**src/rtl/core/assert_macros.svh**
```systemverilog
// Assertion macros shared by the priority bin queue tracker RTL.
`ifndef ASSERT_MACROS_SVH
`define ASSERT_MACROS_SVH

// Same-cycle implication: whenever ante holds, cons holds too.
`define PBQ_ASSERT_IMPL(name, clk, rst, ante, cons) \
   name: assert property (@(posedge clk) disable iff (rst) (ante) |-> (cons)) \
      else $error("pbq assertion failed");

// Next-cycle implication: whenever ante holds, cons holds in the next cycle.
`define PBQ_ASSERT_NEXT(name, clk, rst, ante, cons) \
   name: assert property (@(posedge clk) disable iff (rst) (ante) |=> (cons)) \
      else $error("pbq assertion failed");

`endif

```
**src/rtl/core/pbq_pkg.sv**
```systemverilog
// Package with widths, codes and interface structs of the priority bin queue tracker.
package pbq_pkg;

   localparam int TABLE_BINS = 64;
   localparam int BIN_W      = $clog2(TABLE_BINS);
   localparam int M_W        = BIN_W + 1;
   localparam int PRIO_W     = 16;
   localparam int COUNT_W    = 16;
   localparam int OP_W       = 2;
   localparam int IDX_W      = 6;
   localparam int CFG_W      = 7;
   localparam int MOD_STEPS  = PRIO_W / 2;
   localparam int MOD_CNT_W  = $clog2(MOD_STEPS);

   localparam logic [CFG_W-1:0] CFG_RESET = CFG_W'(64);

   typedef enum logic [OP_W-1:0] {
      OP_ADD      = 2'd0,
      OP_REMOVE   = 2'd1,
      OP_PEEK     = 2'd2,
      OP_RESERVED = 2'd3
   } op_type;

   typedef struct packed {
      logic              start;
      logic [PRIO_W-1:0] dividend;
      logic [M_W-1:0]    divisor;
   } mod_req_type;

   typedef struct packed {
      logic             done;
      logic [BIN_W-1:0] rem;
   } mod_rsp_type;

   typedef struct packed {
      logic             en;
      logic [BIN_W-1:0] addr;
   } store_rd_type;

   typedef struct packed {
      logic               en;
      logic               clear;
      logic [BIN_W-1:0]   addr;
      logic [COUNT_W-1:0] count;
      logic [PRIO_W-1:0]  prio;
   } store_wr_type;

   typedef struct packed {
      logic               valid;
      logic [COUNT_W-1:0] count;
      logic [PRIO_W-1:0]  prio;
   } store_rd_data_type;

endpackage

```
**src/rtl/core/pbq_channels.sv**
```systemverilog
// Request and response channel interfaces of the priority bin queue tracker.
interface pbq_req_if;
   import pbq_pkg::*;

   logic              valid;
   logic              ready;
   logic [OP_W-1:0]   operation;
   logic [PRIO_W-1:0] priority_req;
   logic [IDX_W-1:0]  bin_index;

   modport source (output valid, operation, priority_req, bin_index, input ready);
   modport sink   (input valid, operation, priority_req, bin_index, output ready);
endinterface

interface pbq_rsp_if;
   import pbq_pkg::*;

   logic               valid;
   logic               ready;
   logic               status;
   logic               top_valid;
   logic [IDX_W-1:0]   top_bin;
   logic [COUNT_W-1:0] top_count;
   logic [PRIO_W-1:0]  highest_priority;

   modport source (output valid, status, top_valid, top_bin, top_count, highest_priority,
                   input ready);
   modport sink   (input valid, status, top_valid, top_bin, top_count, highest_priority,
                   output ready);
endinterface

```
**src/rtl/core/pbq_mod_unit.sv**
```systemverilog
// Iterative remainder unit: priority modulo bin count, two bits per cycle.
`include "assert_macros.svh"

module pbq_mod_unit (
   input  logic                 clock,
   input  logic                 reset,
   input  pbq_pkg::mod_req_type mod_req,
   output pbq_pkg::mod_rsp_type mod_rsp
);
   import pbq_pkg::*;

   logic                 busy_ff,  busy_in;
   logic                 done_ff,  done_in;
   logic [MOD_CNT_W-1:0] cnt_ff,   cnt_in;
   logic [PRIO_W-1:0]    dvd_ff,   dvd_in;
   logic [M_W-1:0]       div_ff,   div_in;
   logic [BIN_W-1:0]     rem_ff,   rem_in;
   logic [M_W-1:0]       trial_a;
   logic [M_W-1:0]       trial_b;
   logic [BIN_W-1:0]     rem_a;

   always_comb begin
      trial_a = {rem_ff, dvd_ff[PRIO_W-1]};
      if (trial_a >= div_ff) begin
         trial_a = trial_a - div_ff;
      end
      rem_a   = BIN_W'(trial_a);
      trial_b = {rem_a, dvd_ff[PRIO_W-2]};
      if (trial_b >= div_ff) begin
         trial_b = trial_b - div_ff;
      end
   end

   always_comb begin
      busy_in = busy_ff;
      done_in = 1'b0;
      cnt_in  = cnt_ff;
      dvd_in  = dvd_ff;
      div_in  = div_ff;
      rem_in  = rem_ff;
      if (mod_req.start) begin
         busy_in = 1'b1;
         cnt_in  = '0;
         dvd_in  = mod_req.dividend;
         div_in  = mod_req.divisor;
         rem_in  = '0;
      end else if (busy_ff) begin
         rem_in = BIN_W'(trial_b);
         dvd_in = {dvd_ff[PRIO_W-3:0], 2'b00};
         cnt_in = cnt_ff + MOD_CNT_W'(1);
         if (cnt_ff == MOD_CNT_W'(MOD_STEPS - 1)) begin
            busy_in = 1'b0;
            done_in = 1'b1;
         end
      end
   end

   always_ff @(posedge clock) begin
      if (reset) begin
         busy_ff <= 1'b0;
         done_ff <= 1'b0;
      end else begin
         busy_ff <= busy_in;
         done_ff <= done_in;
      end
      cnt_ff <= cnt_in;
      dvd_ff <= dvd_in;
      div_ff <= div_in;
      rem_ff <= rem_in;
   end

   assign mod_rsp.done = done_ff;
   assign mod_rsp.rem  = rem_ff;

   `PBQ_ASSERT_IMPL(a_rem_below_divisor, clock, reset, done_ff, M_W'(rem_ff) < div_ff)
   `PBQ_ASSERT_NEXT(a_done_ends_busy, clock, reset, done_in, !busy_ff)

endmodule

```
**src/rtl/core/pbq_bin_store.sv**
```systemverilog
// Bin table: count and first priority per bin in a memory, occupancy in flip-flops.
module pbq_bin_store (
   input  logic                       clock,
   input  logic                       reset,
   input  pbq_pkg::store_rd_type      rd_req,
   input  pbq_pkg::store_wr_type      wr_req,
   input  logic [pbq_pkg::BIN_W-1:0]  probe_addr,
   output logic                       probe_valid,
   output pbq_pkg::store_rd_data_type rd_data
);
   import pbq_pkg::*;

   logic [COUNT_W+PRIO_W-1:0] mem [TABLE_BINS];
   logic [TABLE_BINS-1:0]     vld_ff;
   logic [COUNT_W+PRIO_W-1:0] rd_word_ff;
   logic                      rd_vld_ff;

   // A bin whose valid bit is low reads as an empty bin.
   always_ff @(posedge clock) begin
      if (reset) begin
         vld_ff <= '0;
      end else if (wr_req.en) begin
         vld_ff[wr_req.addr] <= !wr_req.clear;
      end
   end

   always_ff @(posedge clock) begin
      if (wr_req.en && !wr_req.clear) begin
         mem[wr_req.addr] <= {wr_req.count, wr_req.prio};
      end
   end

   always_ff @(posedge clock) begin
      if (rd_req.en) begin
         rd_word_ff <= mem[rd_req.addr];
         rd_vld_ff  <= vld_ff[rd_req.addr];
      end
   end

   assign probe_valid   = vld_ff[probe_addr];
   assign rd_data.valid = rd_vld_ff;
   assign rd_data.count = rd_vld_ff ? rd_word_ff[COUNT_W+PRIO_W-1:PRIO_W] : '0;
   assign rd_data.prio  = rd_vld_ff ? rd_word_ff[PRIO_W-1:0] : '0;

endmodule

```
**src/rtl/core/priority_bin_queue_tracker_core.sv**
```systemverilog
// Top level of the priority bin queue tracker: sequencer, registers and output stage.
//
// Usage. Request words arrive on req_chan (valid/ready) and carry an operation
// (add, remove, peek), a priority for add and a bin index for remove. Each request
// word produces exactly one response word on rsp_chan with a status bit, the
// top-valid flag, the top bin, its count and the highest tracked priority, all as
// they stand after the operation. The bin count M is written through csr_wr_en and
// csr_wr_data at any idle time; zero acts as one, values above the table size clamp.
// Throughput. The block works on one word at a time and drops req_chan.ready while
// busy. Every modulo by M runs through one shared remainder unit that retires two
// dividend bits per cycle, and the bin table is a memory with a registered read port.
// The report runs a modulo and a table read. An add first runs a modulo and a read
// of its own, a remove within the table first reads its bin, and a remove that empties
// one of several occupied bins then runs a modulo and a downward search over at most
// M bins and reads the bin it finds. With no bin occupied the report skips the
// modulo and the read.
// Reset. A synchronous reset clears every per-bin valid flag and the top priority.
// Stalls. The response sits in an output register; the next request word is still
// accepted while it waits, and that word's response holds in the last sequencer step
// until the output register frees up.
`include "assert_macros.svh"

module priority_bin_queue_tracker_core (
   input  logic                        clock,
   input  logic                        reset,
   pbq_req_if.sink                     req_chan,
   pbq_rsp_if.source                   rsp_chan,
   input  logic                        csr_wr_en,
   input  logic [pbq_pkg::CFG_W-1:0]   csr_wr_data
);
   import pbq_pkg::*;

   typedef enum logic [10:0] {
      S_IDLE     = 11'b00000000001,
      S_ADD_MOD  = 11'b00000000010,
      S_ADD_RD   = 11'b00000000100,
      S_REM_RD   = 11'b00000001000,
      S_SRCH_MOD = 11'b00000010000,
      S_SRCH     = 11'b00000100000,
      S_SRCH_RD  = 11'b00001000000,
      S_RPT      = 11'b00010000000,
      S_RPT_MOD  = 11'b00100000000,
      S_RPT_RD   = 11'b01000000000,
      S_OUT      = 11'b10000000000
   } state_type;

   state_type          state_ff,  state_in;
   logic [CFG_W-1:0]   csr_ff;
   op_type             op_ff,     op_in;
   logic [PRIO_W-1:0]  prio_ff,   prio_in;
   logic [BIN_W-1:0]   addr_ff,   addr_in;
   logic [BIN_W-1:0]   steps_ff,  steps_in;
   logic               status_ff, status_in;
   logic [M_W-1:0]     occ_ff,    occ_in;
   logic [PRIO_W-1:0]  top_ff,    top_in;
   logic [COUNT_W-1:0] tcount_ff, tcount_in;

   logic               out_vld_ff, out_vld_in;
   logic               out_status_ff;
   logic               out_tvalid_ff;
   logic [IDX_W-1:0]   out_tbin_ff;
   logic [COUNT_W-1:0] out_tcount_ff;
   logic [PRIO_W-1:0]  out_prio_ff;
   logic               out_load;

   logic [M_W-1:0]     m_eff;
   logic [BIN_W-1:0]   m_last;
   logic               accept;
   logic               out_free;
   logic               mod_wait;
   logic               occ_ok;

   mod_req_type        mod_req;
   mod_rsp_type        mod_rsp;
   store_rd_type       rd_req;
   store_wr_type       wr_req;
   store_rd_data_type  rd_data;
   logic               probe_valid;

   // Effective bin count, clamped to one through the table size.
   always_comb begin
      if (csr_ff == '0) begin
         m_eff = M_W'(1);
      end else if (int'(csr_ff) > TABLE_BINS) begin
         m_eff = M_W'(TABLE_BINS);
      end else begin
         m_eff = M_W'(csr_ff);
      end
      m_last = BIN_W'(m_eff - M_W'(1));
   end

   assign accept   = req_chan.valid && req_chan.ready;
   assign out_free = !out_vld_ff || rsp_chan.ready;

   pbq_mod_unit u_mod (
      .clock   (clock),
      .reset   (reset),
      .mod_req (mod_req),
      .mod_rsp (mod_rsp)
   );

   pbq_bin_store u_store (
      .clock       (clock),
      .reset       (reset),
      .rd_req      (rd_req),
      .wr_req      (wr_req),
      .probe_addr  (addr_ff),
      .probe_valid (probe_valid),
      .rd_data     (rd_data)
   );

   // Sequencer. addr_ff names the bin of interest in every phase: the target bin
   // of an add or remove, then the search cursor, then the reported top bin.
   always_comb begin
      state_in  = state_ff;
      op_in     = op_ff;
      prio_in   = prio_ff;
      addr_in   = addr_ff;
      steps_in  = steps_ff;
      status_in = status_ff;
      occ_in    = occ_ff;
      top_in    = top_ff;
      tcount_in = tcount_ff;
      out_load  = 1'b0;

      mod_req.start    = 1'b0;
      mod_req.dividend = top_ff;
      mod_req.divisor  = m_eff;
      rd_req.en        = 1'b0;
      rd_req.addr      = addr_ff;
      wr_req.en        = 1'b0;
      wr_req.clear     = 1'b0;
      wr_req.addr      = addr_ff;
      wr_req.count     = rd_data.count;
      wr_req.prio      = rd_data.prio;

      case (state_ff)
         S_IDLE: begin
            if (accept) begin
               op_in     = op_type'(req_chan.operation);
               prio_in   = req_chan.priority_req;
               addr_in   = BIN_W'(req_chan.bin_index);
               status_in = 1'b0;
               case (op_type'(req_chan.operation))
                  OP_ADD: begin
                     mod_req.start    = 1'b1;
                     mod_req.dividend = req_chan.priority_req;
                     state_in         = S_ADD_MOD;
                  end
                  OP_REMOVE: begin
                     if (int'(req_chan.bin_index) >= TABLE_BINS) begin
                        status_in = 1'b1;
                        state_in  = S_RPT;
                     end else begin
                        rd_req.en   = 1'b1;
                        rd_req.addr = BIN_W'(req_chan.bin_index);
                        state_in    = S_REM_RD;
                     end
                  end
                  OP_PEEK: begin
                     state_in = S_RPT;
                  end
                  default: begin
                     status_in = 1'b1;
                     state_in  = S_RPT;
                  end
               endcase
            end
         end
         S_ADD_MOD: begin
            if (mod_rsp.done) begin
               addr_in     = mod_rsp.rem;
               rd_req.en   = 1'b1;
               rd_req.addr = mod_rsp.rem;
               state_in    = S_ADD_RD;
            end
         end
         S_ADD_RD: begin
            if (rd_data.count == '1) begin
               status_in = 1'b1;
            end else begin
               wr_req.en    = 1'b1;
               wr_req.count = rd_data.count + COUNT_W'(1);
               if (rd_data.count == '0) begin
                  wr_req.prio = prio_ff;
                  occ_in      = occ_ff + M_W'(1);
               end
               if (prio_ff > top_ff) begin
                  top_in = prio_ff;
               end
            end
            state_in = S_RPT;
         end
         S_REM_RD: begin
            if (rd_data.count == '0) begin
               status_in = 1'b1;
               state_in  = S_RPT;
            end else if (rd_data.count == COUNT_W'(1)) begin
               // The bin empties: drop it, then look for a new top unless no bin stays occupied.
               wr_req.en    = 1'b1;
               wr_req.clear = 1'b1;
               if (occ_ff > M_W'(1)) begin
                  occ_in        = occ_ff - M_W'(1);
                  mod_req.start = 1'b1;
                  state_in      = S_SRCH_MOD;
               end else begin
                  occ_in   = '0;
                  top_in   = '0;
                  state_in = S_RPT;
               end
            end else begin
               wr_req.en    = 1'b1;
               wr_req.count = rd_data.count - COUNT_W'(1);
               state_in     = S_RPT;
            end
         end
         S_SRCH_MOD: begin
            if (mod_rsp.done) begin
               addr_in  = mod_rsp.rem;
               steps_in = '0;
               state_in = S_SRCH;
            end
         end
         S_SRCH: begin
            // Walk down through bins M-1..0 in a circle, one bin per cycle.
            if (probe_valid) begin
               rd_req.en = 1'b1;
               state_in  = S_SRCH_RD;
            end else if (steps_ff == m_last) begin
               top_in   = '0;
               state_in = S_RPT;
            end else begin
               addr_in  = (addr_ff == '0) ? m_last : addr_ff - BIN_W'(1);
               steps_in = steps_ff + BIN_W'(1);
            end
         end
         S_SRCH_RD: begin
            top_in   = rd_data.prio;
            state_in = S_RPT;
         end
         S_RPT: begin
            if (occ_ff == '0) begin
               addr_in   = '0;
               tcount_in = '0;
               state_in  = S_OUT;
            end else begin
               mod_req.start = 1'b1;
               state_in      = S_RPT_MOD;
            end
         end
         S_RPT_MOD: begin
            if (mod_rsp.done) begin
               addr_in     = mod_rsp.rem;
               rd_req.en   = 1'b1;
               rd_req.addr = mod_rsp.rem;
               state_in    = S_RPT_RD;
            end
         end
         S_RPT_RD: begin
            tcount_in = rd_data.count;
            state_in  = S_OUT;
         end
         S_OUT: begin
            if (out_free) begin
               out_load = 1'b1;
               state_in = S_IDLE;
            end
         end
         default: begin
            state_in = S_IDLE;
         end
      endcase
   end

   // Output register; it empties when the receiver takes the word.
   always_comb begin
      out_vld_in = out_vld_ff;
      if (out_load) begin
         out_vld_in = 1'b1;
      end else if (rsp_chan.ready) begin
         out_vld_in = 1'b0;
      end
   end

   always_ff @(posedge clock) begin
      if (reset) begin
         state_ff   <= S_IDLE;
         csr_ff     <= CFG_RESET;
         occ_ff     <= '0;
         top_ff     <= '0;
         out_vld_ff <= 1'b0;
      end else begin
         state_ff   <= state_in;
         occ_ff     <= occ_in;
         top_ff     <= top_in;
         out_vld_ff <= out_vld_in;
         if (csr_wr_en) begin
            csr_ff <= csr_wr_data;
         end
      end
      op_ff     <= op_in;
      prio_ff   <= prio_in;
      addr_ff   <= addr_in;
      steps_ff  <= steps_in;
      status_ff <= status_in;
      tcount_ff <= tcount_in;
      if (out_load) begin
         out_status_ff <= status_ff;
         out_tvalid_ff <= (occ_ff != '0);
         out_tbin_ff   <= IDX_W'(addr_ff);
         out_tcount_ff <= tcount_ff;
         out_prio_ff   <= top_ff;
      end
   end

   assign req_chan.ready            = (state_ff == S_IDLE);
   assign rsp_chan.valid            = out_vld_ff;
   assign rsp_chan.status           = out_status_ff;
   assign rsp_chan.top_valid        = out_tvalid_ff;
   assign rsp_chan.top_bin          = out_tbin_ff;
   assign rsp_chan.top_count        = out_tcount_ff;
   assign rsp_chan.highest_priority = out_prio_ff;

   assign mod_wait = (state_ff == S_ADD_MOD) || (state_ff == S_SRCH_MOD) ||
                     (state_ff == S_RPT_MOD);
   assign occ_ok   = (occ_in != '0) && (occ_in <= M_W'(TABLE_BINS));

   `PBQ_ASSERT_IMPL(a_mod_done_awaited, clock, reset, mod_rsp.done, mod_wait)
   `PBQ_ASSERT_IMPL(a_search_bound, clock, reset, state_ff == S_SRCH, M_W'(steps_ff) < m_eff)
   `PBQ_ASSERT_NEXT(a_busy_after_accept, clock, reset, accept, !req_chan.ready)
   `PBQ_ASSERT_IMPL(a_occ_bound, clock, reset, wr_req.en && !wr_req.clear, occ_ok)

endmodule

```
**src/flat_wrapper.sv**
```systemverilog
// flat-port wrapper written by rule: the top's interface ports become plain ports
module priority_bin_queue_tracker_core_flat import pbq_pkg::*;
  (clock, reset, csr_wr_en, csr_wr_data, req_chan_valid, req_chan_operation, req_chan_priority_req, req_chan_bin_index, req_chan_ready, rsp_chan_valid, rsp_chan_status, rsp_chan_top_valid, rsp_chan_top_bin, rsp_chan_top_count, rsp_chan_highest_priority, rsp_chan_ready);
  pbq_req_if req_chan_i ();
  pbq_rsp_if rsp_chan_i ();
  input  logic clock;
  input  logic reset;
  input  logic csr_wr_en;
  input  logic [pbq_pkg::CFG_W-1:0] csr_wr_data;
  input wire logic [$bits(req_chan_i.valid)-1:0] req_chan_valid;
  input wire logic [$bits(req_chan_i.operation)-1:0] req_chan_operation;
  input wire logic [$bits(req_chan_i.priority_req)-1:0] req_chan_priority_req;
  input wire logic [$bits(req_chan_i.bin_index)-1:0] req_chan_bin_index;
  output wire logic [$bits(req_chan_i.ready)-1:0] req_chan_ready;
  output wire logic [$bits(rsp_chan_i.valid)-1:0] rsp_chan_valid;
  output wire logic [$bits(rsp_chan_i.status)-1:0] rsp_chan_status;
  output wire logic [$bits(rsp_chan_i.top_valid)-1:0] rsp_chan_top_valid;
  output wire logic [$bits(rsp_chan_i.top_bin)-1:0] rsp_chan_top_bin;
  output wire logic [$bits(rsp_chan_i.top_count)-1:0] rsp_chan_top_count;
  output wire logic [$bits(rsp_chan_i.highest_priority)-1:0] rsp_chan_highest_priority;
  input wire logic [$bits(rsp_chan_i.ready)-1:0] rsp_chan_ready;
  assign req_chan_i.valid = req_chan_valid;
  assign req_chan_i.operation = req_chan_operation;
  assign req_chan_i.priority_req = req_chan_priority_req;
  assign req_chan_i.bin_index = req_chan_bin_index;
  assign req_chan_ready = req_chan_i.ready;
  assign rsp_chan_valid = rsp_chan_i.valid;
  assign rsp_chan_status = rsp_chan_i.status;
  assign rsp_chan_top_valid = rsp_chan_i.top_valid;
  assign rsp_chan_top_bin = rsp_chan_i.top_bin;
  assign rsp_chan_top_count = rsp_chan_i.top_count;
  assign rsp_chan_highest_priority = rsp_chan_i.highest_priority;
  assign rsp_chan_i.ready = rsp_chan_ready;
  priority_bin_queue_tracker_core u_core (.clock(clock), .reset(reset), .req_chan(req_chan_i), .rsp_chan(rsp_chan_i), .csr_wr_en(csr_wr_en), .csr_wr_data(csr_wr_data));
endmodule
```
**config.mk**
```make
export PLATFORM = sky130hd
export DESIGN_NAME = priority_bin_queue_tracker_core_flat
export DESIGN_NICKNAME = d
export VERILOG_FILES = /design/src/rtl/core/pbq_pkg.sv /design/src/rtl/core/pbq_channels.sv /design/src/rtl/core/pbq_mod_unit.sv /design/src/rtl/core/pbq_bin_store.sv /design/src/rtl/core/priority_bin_queue_tracker_core.sv /design/src/flat_wrapper.sv
export VERILOG_INCLUDE_DIRS = /design/src /design/src/rtl/core
export SDC_FILE = /design/constraint.sdc
export NUM_CORES = 2
export LEC_CHECK = 0
export BUFFER_PORTS_ARGS = -buffer_cell sky130_fd_sc_hd__buf_2
export CAP_MARGIN = 30
export CORE_MARGIN = 2
export CORE_UTILIZATION = 40
export CTS_CLUSTER_SIZE = 14
export DETAILED_ROUTE_END_ITERATION = 8
export GPL_TIMING_DRIVEN = 0
export PLACE_DENSITY = 0.6
export REMOVE_ABC_BUFFERS = 1
export SETUP_SLACK_MARGIN = 0.1
export SLEW_MARGIN = 10
export SYNTH_ARGS = -nofsm -noshare
export SYNTH_HDL_FRONTEND = slang
export SYNTH_HIERARCHICAL = 1
export SYNTH_SLANG_ARGS = --single-unit
```
**constraint.sdc**
```tcl
create_clock -name clock -period 10.3 [get_ports clock]
set_input_delay 2.06 -clock clock [delete_from_list [all_inputs] [get_ports clock]]
set_output_delay 2.06 -clock clock [all_outputs]
set_load 0.05 [all_outputs]
```
==> key figures <==
Placement
  – Dpl ws: around 2.6 ns
  – IO Port Bufs: 77
  – GPL Wtd Cong: 0.883
  – Placed insts: around 7800
  – DP HPWL: about 170000 um

Final layout
  – Layout Cells excl Fill: 8230
  – Layout cells sized above 1: 0.257
  – Nets: ~5100
  – Final core occ: 0.465
  – Filler cells: 19000
  – Area Overhead vs Synth: 16.0%

Pwr
  – Comb pwr share: 0.193
  – PwrDens: approximately 220 nW/um^2
  – Net Switching: around 0.0064 W
  – Internal power: between 0.015 and 0.02 W
  – Sw Share: 0.276
  – Max VDD drop: between 0.00015 and 0.0002 V
  – Clock power share: 0.354
  – Lkg Pwr: 34.4 nW
  – Sequential Power Share: 0.453

Floorplanning
  – Core ar.: roughly 230000 um^2
  – Die ar.: around 230000 um^2
  – Die height: approximately 480 um
  – Site Rows: 176
  – Die width: just under 500 um
  – Initial Util: 0.401
  – # IOs: between 70 and 80

Clock network
  – Clk Latency, worst-skew pair: around 0.90 ns
  – Post-cts gate resize count: 0
  – Clk sink count: about 2300
  – Post-CTS Setup Repair Bufs: 0
  – Clock Pin Slew Worst Setup and Hold Paths: roughly 0.06 ns
  – Max Buffers Root-to-Sink: 3
  – Hold-fix buffers, CTS: 0
  – CTS tree: built
  – Root Driver: clkbuf_16
  – H-tree level count: 4
  – Total CTS buffers: 226

Hold path
  – Worst hold-check path type: reg -> reg
  – Worst min-delay path startpoint: u_core/tcount_ff[2]$_SDFFCE_PN0P_
  – Min-Delay Path Depth: 0
  – Min-Delay Endpoint: u_core/rsp_chan.top_count[2]$_DFFE_PP_

STA
  – Final setup violation count: 0
  – Final min period: 6.94 ns
  – Slew headroom: 0.124
  – RSZ-0062 raised after global routing: false
  – Final Slew Violations: 0
  – Worst slew pin tran: ~1.3 ns
  – Max Freq: 144 MHz
  – Final setup TNS: 0 ns
  – Final hold vios: 0
  – Final Cycle Share: 0.674
  – Setup ws final: ~3.4 ns
  – Setup Skew: 0.0949 ns

Setup path
  – Worst EP arrival: ~7.5 ns
  – CP endpoint kind: flop
  – Req. time, crit path: 10.85 ns
  – Critical path class: reg -> reg
  – Worst r2r src: u_core/state_ff[1]$_SDFFE_PP0P_
  – R2r endpoint: u_core/u_store/rd_word_ff[29]$_DFFE_PP_
  – Crit path max fanout: 38
  – Reg2reg setup slack: about 3.4 ns
  – Depth of the most critical reg-to-reg path: 18
  – CP Launch Type: flop

Logic synthesis
  – Ys Warns: 6
  – Post-Syn Area: a little over 90000 um^2
  – Syn_area_per_cell: between 15 and 20 um^2
  – Gate count of the mapped netlist: approximately 4700

Global route
  – First-pass GRT wire length: 363000 um
  – Grt ovf: 0
  – Tot GR Track Use: 0.217
  – Pin count of the biggest net entering global routing: 70
  – Antenna violations before repair: 13
  – Vias in the first global route: about 48000

Routing
  – Post-route ant nets: 0
  – DR DRC count: 0
  – DR pass1 iterations: 8
  – DR vias: between 40000 and 50000
  – DR iter-0 viols: between 6000 and 7000
  – Final WL: 258000 um
  – Avg WL per Cell: 31.3 um
  – Vias/cell: between 5 and 6

Status
  – Status: finished, final reports clean

Job
  – MaxCap Viol Count: 0
[worst max path at each step]
stage	to	slack, ns	cells after the start	startpoint
3_3_place_gp	u_core/u_store/rd_word_ff[30]$_DFFE_PP_	-28.63	11	req_chan_operation[1]
2_1_floorplan	u_core/u_store/rd_word_ff[9]$_DFFE_PP_	-15.37	10	req_chan_operation[1]
3_5_place_dp	u_core/u_store/rd_word_ff[5]$_DFFE_PP_	2.62	16	req_chan_valid
4_1_cts	u_core/u_store/rd_word_ff[5]$_DFFE_PP_	3.42	18	u_core/state_ff[1]$_SDFFE_PP0P_
5_1_grt	u_core/u_store/rd_word_ff[29]$_DFFE_PP_	3.12	18	u_core/state_ff[1]$_SDFFE_PP0P_
6_report	u_core/u_store/rd_word_ff[29]$_DFFE_PP_	3.36	18	u_core/state_ff[1]$_SDFFE_PP0P_
[worst max-delay path, stage by stage (launching register included)]
cell and delay (ns):
dfxtp_1 0.38, or4_4 0.60, nor2_2 0.20, nand3_1 0.22
inv_1 0.18, nand2_1 0.14, nor2_1 0.40, a22oi_1 0.20
nand2_4 0.55, buf_12 0.32, buf_16 0.29, buf_16 0.31
buf_16 0.27, buf_12 0.26, mux4_2 0.53, mux2i_1 0.34
a221oi_1 0.34, a21oi_1 0.77, a311oi_1 0.12
[layout by cell type (no fill, tap or decap), drive strengths merged, types with 12 or more instances in the layout]
master  instances
nor2b          31
o22ai          69
mux2           76
xnor2          17
nor4           16
a211oi         41
or2            15
and3           21
a21oi         143
nand4          18
edfxtp       2189
nand3          45
nand2         146
clkinv        111
mux2i         107
xor2           12
a22o           47
dfxtp         117
and2           62
o221ai         28
ha             41
or3            17
mux4          515
a22oi          70
nor3           61
clkbuf        292
o21ai         106
a221oi         35
inv           104
nor2          178
buf           297
bufinv         18
nand2b         22
[stage by stage]
step	area [um^2]	hold slack, ns	total power (W)
2_1_floorplan	90500	0.400	0.0150
3_3_place_gp	94700	0.406	0.0168
3_5_place_dp	99300	0.405	0.0151
4_1_cts	107000	0.397	0.0233
5_1_grt	107000	0.426	0.0238
6_report	107000	0.378	0.0232
[metal layers]
metal  vias to the layer above  wire length, um  global-route usage
met3                       419            24800              0.0480
met4                         8            10300              0.0806
li1                      20100                -                   -
met5                         -               39                   0
met1                     26000           103000               0.301
met2                      2471           119000               0.336
[layout make-up]
class	instances	area [um^2]	area share
diodes	6	15.0	0.000141
clock buffers	290	5980	0.0560
clock inverters	139	1390	0.0130
inverters	98	368	0.00345
multi-input cells	2066	22600	0.211
flip-flops and latches	2306	68100	0.638
well taps	3026	3790	0.0355
repair buffers	299	4600	0.0431
[registers in the layout, summed over array words and instances (netlist names), 7 cells and up]
signal / cells
u_core/rsp_chan.top_count: 16
u_core/rsp_chan.highest_priority: 16
u_core/top_ff: 16
u_core/occ_ff: 7
u_core/prio_ff: 16
u_core/u_mod/dvd_ff: 16
u_core/tcount_ff: 16
u_core/csr_ff: 7
u_core/u_store/rd_word_ff: 32
u_core/state_ff: 11
u_core/u_mod/div_ff: 7
u_core/u_store/mem: 2048
u_core/u_store/vld_ff: 64
[power by group through the flow]
stage / combinational [W] / clock, W / sequential [W]
floorplan: 0.00430 / 0 / 0.0107
global placement: 0.00601 / 0 / 0.0108
detailed placement: 0.00441 / 0 / 0.0107
CTS: 0.00443 / 0.00832 / 0.0105
global route: 0.00468 / 0.00866 / 0.0105
finish: 0.00448 / 0.00819 / 0.0105
Power figures use the tool's default switching activity.
